### src/design/sem_pkg.sv
// Shared constants and types for the Sobel edge strength block.
// No dependencies; imported by sem_cell, the top unit and bench.
package sem_pkg;

	// parameter defaults
	localparam int MAX_COLUMNS_DEF  = 1024;
	localparam int CHANNEL_BITS_DEF = 8;

	// configuration port
	localparam int CFG_WIDTH     = 11;
	localparam int CFG_IDX_WIDTH = 1;

	typedef enum logic [CFG_IDX_WIDTH-1:0] {
		CFG_IMAGE_COLUMNS = 1'b0,
		CFG_IMAGE_ROWS    = 1'b1
	} cfg_idx_t;

	localparam logic [CFG_WIDTH-1:0] COLS_RESET = 11'd1024;
	localparam logic [CFG_WIDTH-1:0] ROWS_RESET = 11'd1024;

	// frame geometry limits
	localparam int MIN_DIM  = 3;
	localparam int MAX_ROWS = 1024;

	// width of the reported row and column positions
	localparam int POS_WIDTH = 10;

	// control handed to every window column cell
	typedef struct packed {
		logic shift;
		logic clear;
	} cell_ctl_t;

endpackage

### src/design/sem_cell.sv
// One column of the 3x3 window: three gray values that move one place to the
// left on every shift, plus the column terms of both Sobel sums. Uses sem_pkg.
module sem_cell #(
	parameter int CHANNEL_BITS = sem_pkg::CHANNEL_BITS_DEF
) (
	input  logic                    clk,
	input  logic                    arst_n,
	input  sem_pkg::cell_ctl_t      ctl,
	input  logic [CHANNEL_BITS-1:0] top_in,
	input  logic [CHANNEL_BITS-1:0] mid_in,
	input  logic [CHANNEL_BITS-1:0] bot_in,
	output logic [CHANNEL_BITS-1:0] top_out,
	output logic [CHANNEL_BITS-1:0] mid_out,
	output logic [CHANNEL_BITS-1:0] bot_out,
	output logic signed [CHANNEL_BITS:0] col_diff,
	output logic [CHANNEL_BITS+1:0] col_sum
);
	import sem_pkg::*;

	localparam int SW = CHANNEL_BITS + 2;

	logic [CHANNEL_BITS-1:0] top_q, mid_q, bot_q;

	// column registers
	always_ff @(posedge clk or negedge arst_n) begin
		if (!arst_n) begin
			top_q <= '0;
			mid_q <= '0;
			bot_q <= '0;
		end else if (ctl.clear) begin
			top_q <= '0;
			mid_q <= '0;
			bot_q <= '0;
		end else if (ctl.shift) begin
			top_q <= top_in;
			mid_q <= mid_in;
			bot_q <= bot_in;
		end
	end

	assign top_out = top_q;
	assign mid_out = mid_q;
	assign bot_out = bot_q;

	// bottom minus top feeds gx, top + 2*mid + bottom feeds gy
	assign col_diff = $signed({1'b0, bot_q}) - $signed({1'b0, top_q});
	assign col_sum  = SW'(top_q) + SW'({mid_q, 1'b0}) + SW'(bot_q);

endmodule

### config.mk
export PLATFORM = sky130hd
export DESIGN_NAME = sem_cell
export DESIGN_NICKNAME = d
export VERILOG_FILES = /design/src/design/sem_pkg.sv /design/src/design/sem_cell.sv
export SDC_FILE = /design/constraint.sdc
export NUM_CORES = 1
export LEC_CHECK = 0
export BUFFER_PORTS_ARGS = -buffer_cell sky130_fd_sc_hd__buf_2
export CORE_MARGIN = 1
export CORE_UTILIZATION = 50
export CTS_BUF_LIST = sky130_fd_sc_hd__clkbuf_4
export DETAILED_ROUTE_END_ITERATION = 7
export PLACE_DENSITY = 0.82
export SYNTH_ARGS = -nofsm -noshare
export SYNTH_HDL_FRONTEND = slang
export SYNTH_SLANG_ARGS = --single-unit
### constraint.sdc
create_clock -name clk -period 2.55 [get_ports clk]
set_input_delay 0 -clock clk [delete_from_list [all_inputs] [get_ports clk]]
set_output_delay 0 -clock clk [all_outputs]
set_load 0.02 [all_outputs]
==> results.cfg, run 1 <==
[run_status]
status = finished, final reports clean

[min_path]
hold_class = input port to flop

[logic_synthesis]
yosysUniqueCellTypes = 28
avgSynthCellArea_um2 = 10.3
ys_seq_elements = 24
synth_area_mm2 = 0.00173
synth_area_leaders = dfrtp_1 35%, mux2i_1 14%, ha_1 12%, fa_1 10%, nor2_1 5.8%
syn-instance-count = 168
syn_nets = 222
synth_top_cell_area_share_pct = 34.6
ys_warn_count = 0
yosys.area.top_type = dfrtp_1
yosysSeqAreaShare_pct = 34.6

[placement]
gp_congestion = 0.747
placed_cell_area_mm2 = 0.00211
io_buffers = 70
pre_cts_slack_ns = 0.115
hpwl_mm = 2.90

[timing]
rsz0062_at_grt = true
worst_slack_ns = 0.0202
slew_headroom_pct = 50.6
clock_skew_ns = 0
finalSetupViolations = 0
tns_ns = 0
tightest_slew_ns = 0.740
hold_violations = 0
hold-worst-slack_ns = 0.117
period_needed_ns = 2.53
min_period_over_period_pct = 99.2
slew_viol_final = 0
fmax_mhz = 395

[floorplan]
die_h_um = 60.9
ios = 71
row_count = 21
initial_core_util_pct = 52.0
die_area_mm2 = 0.00371
dieWidth_um = 60.9
core_area_mm2 = 0.00334

[detailed_routing]
vias = 1572
ant_nets = 0
wl_per_cell_um = 13.9
first_iter_violations = 79
routed_via_density = 4.97
drt_wl_total_mm = 4.41
drc_errors = 0
firstDrtPassIters = 4

[critical_path]
path_max_fanout = 3
critPathCaptureType = primary output
cp-start-kind = flop
critPathKind = flop to primary output
cp.required_ns = 2.55
r2r_slack_ns = 1.54
cp.arrival_ns = 2.53

[global_routing]
antenna_found_initial = 0
grt_pass1_vias = 1540
grt_util_all_layers_pct = 24.3
grt_pass1_wl_mm = 6.59
overflow = 0
grt_max_degree = 25

[clock_tree]
clkTransAtPathRegs_ns = 0.14
worstSkewPairLatency_ns = 0.31
ctsLongestPathBuffers = 2
htree_levels = 1
cts_root_buffer = clkbuf_4
cts_buffers = 3
cts_tree = built
cts_num_sinks = 24

[power]
p_int_w = 0.000700
swShare_pct = 39.5
p_leak_nw = 1.40
p_comb_share_pct = 48.1
clkPwrFrac_pct = 14.9
p_sw_w = 0.000457
p_total_w = 0.00116
seqPwrFrac_pct = 37.0
ir_worst_vdd_uv = 239
powerDensity_mw_per_mm2 = 462

[cells_and_area]
diodes = 0
design_area_mm2 = 0.00250
syn_to_final_growth_pct = 44.3
fin_nets = 325
final_cell_mix = 66 x buf_2, 27 x nor2_1, 25 x dlygate4sd3_1, 24 x mux2i_1, 24 x dfrtp_1
drive_above_1_share_pct = 34.1
layout_commonest_cell = buf_2
num-fill-cells = 249

[flow_run]
max_cap_violations = 0
-- routing by layer --
metal	track usage [%]	wire [µm]	vias up	share of wire, %
met2	45.1	2410	52	55
met3	3.41	206	4	4.7
li1	-	-	763	-
met1	28.7	1770	753	40
met5	0	0	-	0
met4	7.79	25	0	0.57
-- worst max-delay path: stages, from the launching register on --
cell,delay [ns]
dfrtp_1,0.44
fa_1,0.58
ha_1,0.23
a21o_1,0.18
a21oi_4,0.17
o21bai_1,0.10
a21oi_1,0.20
xnor2_1,0.15
buf_4,0.17
-- worst paths after layout --
kind,start,endpoint,depth (start not counted)
hold / removal,ctl[0],top_out[3]$_DFFE_PN0P_,2
setup / recovery,top_out[2]$_DFFE_PN0P_,col_sum[6],8
min in group asynchronous,arst_n,top_out[2]$_DFFE_PN0P_,2
setup reg to reg,top_out[1]$_DFFE_PN0P_,top_out[1]$_DFFE_PN0P_,4
hold reg to reg,mid_out[7]$_DFFE_PN0P_,mid_out[7]$_DFFE_PN0P_,2
max in group asynchronous,arst_n,mid_out[5]$_DFFE_PN0P_,2
-- metrics by stage --
stage / util (%) / instances
floorplan: - / 168
finish: 75.0 / 316
CTS: 73.3 / 313
global route: 75.0 / 316
detailed placement: 63.3 / 278
global placement: 63.3 / 278
-- kinds of logic (layout without fill, tap and decap cells) --
group | count (synthesis) | count (layout) | synth area share [%]
simple gates | 37 | 37 | 9.52
fa+ha+maj | 26 | 26 | 22.7
compound gates | 24 | 24 | 8.87
mux | 24 | 24 | 13.9
flops | 24 | 24 | 34.6
buf+inv | 23 | 125 | 5.41
xor+xnor | 10 | 10 | 5.05
-- area by class of cell --
| type | instances | area (µm²) | share of cell area (%) |
|---|---|---|---|
| clock buffer | 3 | 22.5 | 0.900 |
| clock inverter | 1 | 3.75 | 0.150 |
| inverter | 17 | 63.8 | 2.55 |
| multi-input combinational | 121 | 1080 | 43.0 |
| sequential | 24 | 601 | 24.0 |
| tap | 46 | 57.6 | 2.30 |
| timing repair buffer | 104 | 678 | 27.1 |
-- state kept, by name, indices dropped and copies added, names as in the netlist --
register and cells:
bot_out 8, mid_out 8, top_out 8
-- synthesized netlist by cell type --
cell,number
xnor2_1,8
o21a_1,3
clkbuf_1,2
nor2b_1,2
nor2b_4,1
nand2_1,2
nor2_1,27
mux2i_1,24
or3_1,2
buf_4,1
and3_2,1
o21ai_0,4
o22ai_1,2
buf_2,3
a21o_1,2
a22oi_1,1
ha_1,17
xor2_1,2
fa_1,9
dfrtp_1,24
nand3_1,1
o21ai_2,1
a21oi_2,1
a21oi_1,7
nor3_1,1
o21bai_1,2
o2bb2ai_1,1
inv_1,17
-- power by group through the flow --
| stage | clock [W] | combinational [W] | sequential [W] |
|---|---|---|---|
| 2_1_floorplan | 0 | 0.000310 | 0.000458 |
| 3_3_place_gp | 0 | 0.000473 | 0.000435 |
| 3_5_place_dp | 0 | 0.000484 | 0.000436 |
| 4_1_cts | 0.000182 | 0.000531 | 0.000427 |
| 5_1_grt | 0.000193 | 0.000605 | 0.000431 |
| 6_report | 0.000172 | 0.000557 | 0.000427 |
-- timing repair --
item,4_1_cts,5_1_grt
buffers inserted,6,3
gates resized for setup,4,9
hold endpoints to repair,48,0
endpoints found under the setup margin,5,5
pin swaps,3,5
hold buffers,25,0
(Power assumes the default switching activity.)
==> run 2: changes to the inputs <==
Settings changed: ABC_CLOCK_PERIOD_IN_PS from default to 2550, CELL_PAD_IN_SITES_DETAIL_PLACEMENT from default to 1, CELL_PAD_IN_SITES_GLOBAL_PLACEMENT from default to 1, CORE_UTILIZATION 50 to 37, PLACE_DENSITY 0.82 to 0.81.
==> run 2 against run 1 <==
Effect of this change:
- the run now ends with design-rule violations, negative setup slack left
- highest routed layer unchanged
- utilization shrank 18 points
- non-clock buffer count grew 1
- cell count grew 1.9%
- register-to-register slack gained 0.06 ns
- clock power grew 2%
- design area grew 0.60%
- hold slack lost 0.0017 ns
- routed wire length grew 26%
- critical endpoint is now col_sum[7]
- global-route usage shrank 0.58 points
- sequential power grew 0.9%
- clock skew is the same
- fmax shrank 1.8%
- critical path type unchanged
==> results.cfg, run 2 (synthesized netlist as in run 1, its figures left out) <==
[floorplan]
core_area_mm2 = 0.00444
die_h_um = 70.5
die_area_mm2 = 0.00496
ios = 71
row_count = 24
initial_core_util_pct = 39.0
dieWidth_um = 70.5

[clock_tree]
ctsLongestPathBuffers = 2
cts_buffers = 3
worstSkewPairLatency_ns = 0.32
clkTransAtPathRegs_ns = 0.14
cts_tree = built
cts_num_sinks = 24
cts_root_buffer = clkbuf_4
htree_levels = 1

[cells_and_area]
fin_nets = 326
num-fill-cells = 529
final_cell_mix = 64 x buf_2, 27 x nor2_1, 25 x dlygate4sd3_1, 24 x mux2i_1, 22 x dfrtp_1
regArea_um2 = 603
multi_input_area_mm2 = 0.00107
fin_util_pct = 56.6
syn_to_final_growth_pct = 45.2
drive_above_1_share_pct = 36.3
diodes = 0
layout_commonest_cell = buf_2

[global_routing]
grt_util_all_layers_pct = 23.7
grt_pass1_wl_mm = 8.86
grt_pass1_vias = 1771
grt_max_degree = 25
antenna_found_initial = 0
overflow = 0

[critical_path]
slowest_delay_ns = 0.53
cp.required_ns = 2.55
critPathCaptureType = primary output
cp-start-kind = flop
path_cells = inv_2 > fa_1 > inv_1 > ha_2 > fa_2 > a21oi_2 > o21a_1 > xnor2_1 > buf_4
cp.arrival_ns = 2.58
slowest_stage = fa_1
reg2reg_depth = 3
path_depth = 9
critPathKind = flop to primary output
cp-startpoint = top_out[1]$_DFFE_PN0P_
r2r_end = top_out[1]$_DFFE_PN0P_
path_max_fanout = 2
path_buf_inv = 3
r2r_slack_ns = 1.60
reg2reg_from = top_out[1]$_DFFE_PN0P_
cp_top_family = adder cells
critPathCapture = col_sum[7]

[detailed_routing]
ant_nets = 0
drc_errors = 10
wl_per_cell_um = 17.3
vias = 1620
routed_via_density = 5.03
first_iter_violations = 79
drt_wl_total_mm = 5.56
firstDrtPassIters = 6

[run_status]
status = finished with violations
violations = design-rule violations, negative setup slack

[placement]
hpwl_mm = 3.51
gp_congestion = 0.773
io_buffers = 70

[power]
ir_worst_vdd_uv = 221
p_leak_nw = 1.39
powerDensity_mw_per_mm2 = 469
p_total_w = 0.00118

[flow_run]
max_cap_violations = 0

[timing]
slew_headroom_pct = 50.3
hold_violations = 0
min_period_over_period_pct = 101
period_needed_ns = 2.58
tightest_slew_ns = 0.746
worst_slack_ns = -0.0267
finalSetupViolations = 4
clock_skew_ns = 0
fmax_mhz = 388
rsz0062_at_grt = true
slew_viol_final = 0

[min_path]
hold_class = input port to flop
==> run 2: cell count changes in the layout (fill, tap and decap cells not counted), sizes merged <==
cell and delta:
buf +1, clkinv -1
==> run 2: worst min path at each step <==
stage               startpoint                      to  slack, ns  cells after the start
CTS                     ctl[0]  mid_out[7]$_DFFE_PN0P_       0.11                      2
floorplan               arst_n  bot_out[0]$_DFFE_PN0P_      -0.30                      0
detailed placement      arst_n  bot_out[1]$_DFFE_PN0P_       0.02                      1
finish                  ctl[0]  mid_out[7]$_DFFE_PN0P_       0.11                      2
global route            ctl[0]  top_out[7]$_DFFE_PN0P_       0.14                      2
global placement        arst_n  mid_out[0]$_DFFE_PN0P_       0.02                      1
==> run 2: layer usage <==
metal  share of wire [%]  vias to the layer above  global-route usage [%]
met2                  52                       53                    42.3
met5                   0                        -                       0
met4                 3.7                        0                    12.2
met3                 3.7                       18                    2.16
li1                    -                      762                       -
met1                  41                      787                    28.1
==> run 2: where the power goes <==
group          internal (W)  total [W]  switching, W
Clock             0.0000555   0.000176      0.000120
Combinational      0.000249   0.000573      0.000325
Sequential         0.000402   0.000431     0.0000290
==> run 2: area by class of cell <==
type	count	area share, %
clock buffers	3	0.895
inverters	17	2.53
multi-input cells	121	42.6
flip-flops and latches	24	24.0
well taps	52	2.58
repair buffers	105	27.4
==> run 2: worst register-to-register path: stages (launching register included) <==
cell	delay [ns]
dfrtp_1	0.44
buf_4	0.17
mux2i_1	0.15
nor2_1	0.07
==> run 2: timing repair <==
item / in CTS / in global routing
gates resized for setup: 7 / 12
pin swaps: 4 / 8
endpoints found under the hold margin: 48 / 0
hold buffers: 25 / 0
endpoints found under the setup margin: 5 / 7
buffers inserted: 7 / 2
==> run 2: per-stage QoR <==
stage          hold WS [ns]  TNS [ns]  worst slack, ns  instance area [µm²]  instances
2_1_floorplan        -0.296         0            0.147                 1730        168
3_3_place_gp         0.0220         0            0.167                 2130        285
3_5_place_dp         0.0233         0           0.0993                 2130        285
4_1_cts               0.106         0          0.00736                 2480        320
5_1_grt               0.136    -0.459           -0.123                 2520        322
6_report              0.115   -0.0757          -0.0267                 2520        322
==> run 3: changes to the inputs <==
Settings changed: ABC_CLOCK_PERIOD_IN_PS 2550 to 2900, BUFFER_PORTS_ARGS -buffer_cell sky130_fd_sc_hd__buf_2 to -buffer_cell sky130_fd_sc_hd__buf_4.
Clock period 2.55 ns to 2.9 ns, I/O delays scaled along.
==> run 3 against run 2 <==
Effect of this change:
- the run ends with design-rule violations left
- routed wire length decreased by 14%
- clock power decreased by 14%
- sequential cell count unchanged
- utilization increased by 1.3 points
- global-route usage decreased by 3.8 points
- hold slack got worse by 0.072 ns
- clock skew unchanged
- sequential power decreased by 12%
- critical path depth unchanged
- first-iteration DRC count decreased by 30%
==> results.cfg, run 3 (synthesized netlist as in run 1, its figures left out) <==
[detailed_routing]
vias = 1557
first_iter_violations = 55
wl_per_cell_um = 15.3
firstDrtPassIters = 6
drc_errors = 11
routed_via_density = 4.97
drt_wl_total_mm = 4.79
ant_nets = 0

[critical_path]
reg2reg_from = top_out[4]$_DFFE_PN0P_
critPathCaptureType = primary output
r2r_end = top_out[4]$_DFFE_PN0P_
cp.arrival_ns = 2.73
r2r_slack_ns = 2.08
cp.required_ns = 2.90
critPathKind = flop to primary output
cp-startpoint = top_out[1]$_DFFE_PN0P_
cp-start-kind = flop
reg2reg_depth = 2
path_max_fanout = 4

[clock_tree]
post-cts-setup-buffers = 0
cts_buffers = 3
cts_root_buffer = clkbuf_4
cts_num_sinks = 24
worstSkewPairLatency_ns = 0.31
clkTransAtPathRegs_ns = 0.14
cts_tree = built
htree_levels = 1
ctsLongestPathBuffers = 2

[cells_and_area]
fin_nets = 316
num-fill-cells = 496
drive_above_1_share_pct = 29.9
layout_commonest_cell = buf_4
final_cell_mix = 70 x buf_4, 27 x nor2_1, 25 x dlygate4sd3_1, 24 x mux2i_1, 24 x dfrtp_1
syn_to_final_growth_pct = 48.5
diodes = 0

[min_path]
hold_start = ctl[0]
holdPathStages = 2
hold_class = input port to flop
holdPathEnd = top_out[3]$_DFFE_PN0P_

[floorplan]
core_area_mm2 = 0.00444
dieWidth_um = 70.5
ios = 71
die_h_um = 70.5
die_area_mm2 = 0.00496
initial_core_util_pct = 39.0
row_count = 24

[timing]
tightest_slew_ns = 0.419
min_period_over_period_pct = 94.3
rsz0062_at_grt = false
hold_violations = 0
period_needed_ns = 2.73
tns_ns = 0
slew_viol_final = 0
clock_skew_ns = 0
slew_headroom_pct = 72.0
finalSetupViolations = 0
fmax_mhz = 366

[flow_run]
max_cap_violations = 0

[global_routing]
grt_max_degree = 25
overflow = 0
antenna_found_initial = 0
grt_util_all_layers_pct = 19.9
grt_pass1_vias = 1567
grt_pass1_wl_mm = 7.63

[placement]
io_buffers = 70
gp_congestion = 0.788
hpwl_mm = 3.65

[power]
p_leak_nw = 1.39
p_total_w = 0.00105
ir_worst_vdd_uv = 281
powerDensity_mw_per_mm2 = 406

[run_status]
violations = design-rule violations
status = finished with violations
==> run 3: cell types whose count changed in the layout (fill, tap and decap cells not counted), moves of 2 or more <==
cell,before,now
o21ai_0,2,4
buf_4,16,70
buf_2,64,0
inv_1,15,17
dfrtp_2,2,0
ha_1,15,17
a21oi_1,3,6
dfrtp_1,22,24
inv_2,2,0
a21oi_2,5,2
o21ai_1,2,0
==> run 3: power by group <==
| part | total [W] | switching (W) | internal (W) | leakage (nW) |
|---|---|---|---|---|
| combinational | 0.000512 | 0.000268 | 0.000244 | 1.06 |
| clock | 0.000152 | 0.000102 | 0.0000503 | 0.0154 |
| sequential | 0.000381 | 0.0000275 | 0.000353 | 0.318 |
| total | 0.00105 | 0.000398 | 0.000647 | 1.39 |
==> run 3: final cells by class <==
class                           instances  area, µm²  area share [%]
Clock buffer                            3       22.5           0.875
Clock inverter                          1       3.75           0.146
Inverter                               17       63.8            2.48
Multi-Input combinational cell        121       1040            40.5
Sequential cell                        24        601            23.3
Tap cell                               52       65.1            2.53
Timing Repair Buffer                   95        776            30.1
==> run 3: repair_timing <==
action                                 CTS  global route
setup endpoints to repair                0             3
resized for setup                        0             1
endpoints found under the hold margin   48             0
hold buffers                            25             0
==> run 3: worst max-delay path: stages (launching register included) <==
cell,delay (ns)
dfrtp_1,0.44
inv_1,0.10
fa_1,0.55
inv_1,0.04
ha_1,0.22
fa_1,0.43
a21oi_2,0.19
o21a_1,0.16
xnor2_1,0.12
buf_4,0.16
==> run 3: worst max-delay path by stage <==
stage                 end  slack, ns
3_3_place_gp   col_sum[7]       0.52
3_5_place_dp   col_sum[7]       0.45
5_1_grt        col_sum[7]       0.01
4_1_cts        col_sum[7]       0.07
6_report       col_sum[7]       0.17
2_1_floorplan  col_sum[5]       0.50
==> run 3: metal layers <==
metal	share of wire (%)	vias to the layer above	track usage, %
li1	-	746	-
met5	0	-	0
met2	53	31	35.4
met4	0.46	0	4.08
met3	2.8	2	2.02
met1	44	778	26.0
==> run 3: stage by stage <==
stage / setup WS, ns / cell area, µm² / hold slack, ns / instances / util [%]
floorplan: 0.497 / 1730 / -0.296 / 168 / -
global placement: 0.518 / 2290 / -0.0829 / 284 / 51.6
detailed placement: 0.454 / 2290 / -0.0783 / 284 / 51.6
CTS: 0.0729 / 2570 / 0.0315 / 313 / 57.9
global route: 0.0135 / 2570 / 0.0323 / 313 / 57.9
finish: 0.167 / 2570 / 0.0434 / 313 / 57.9
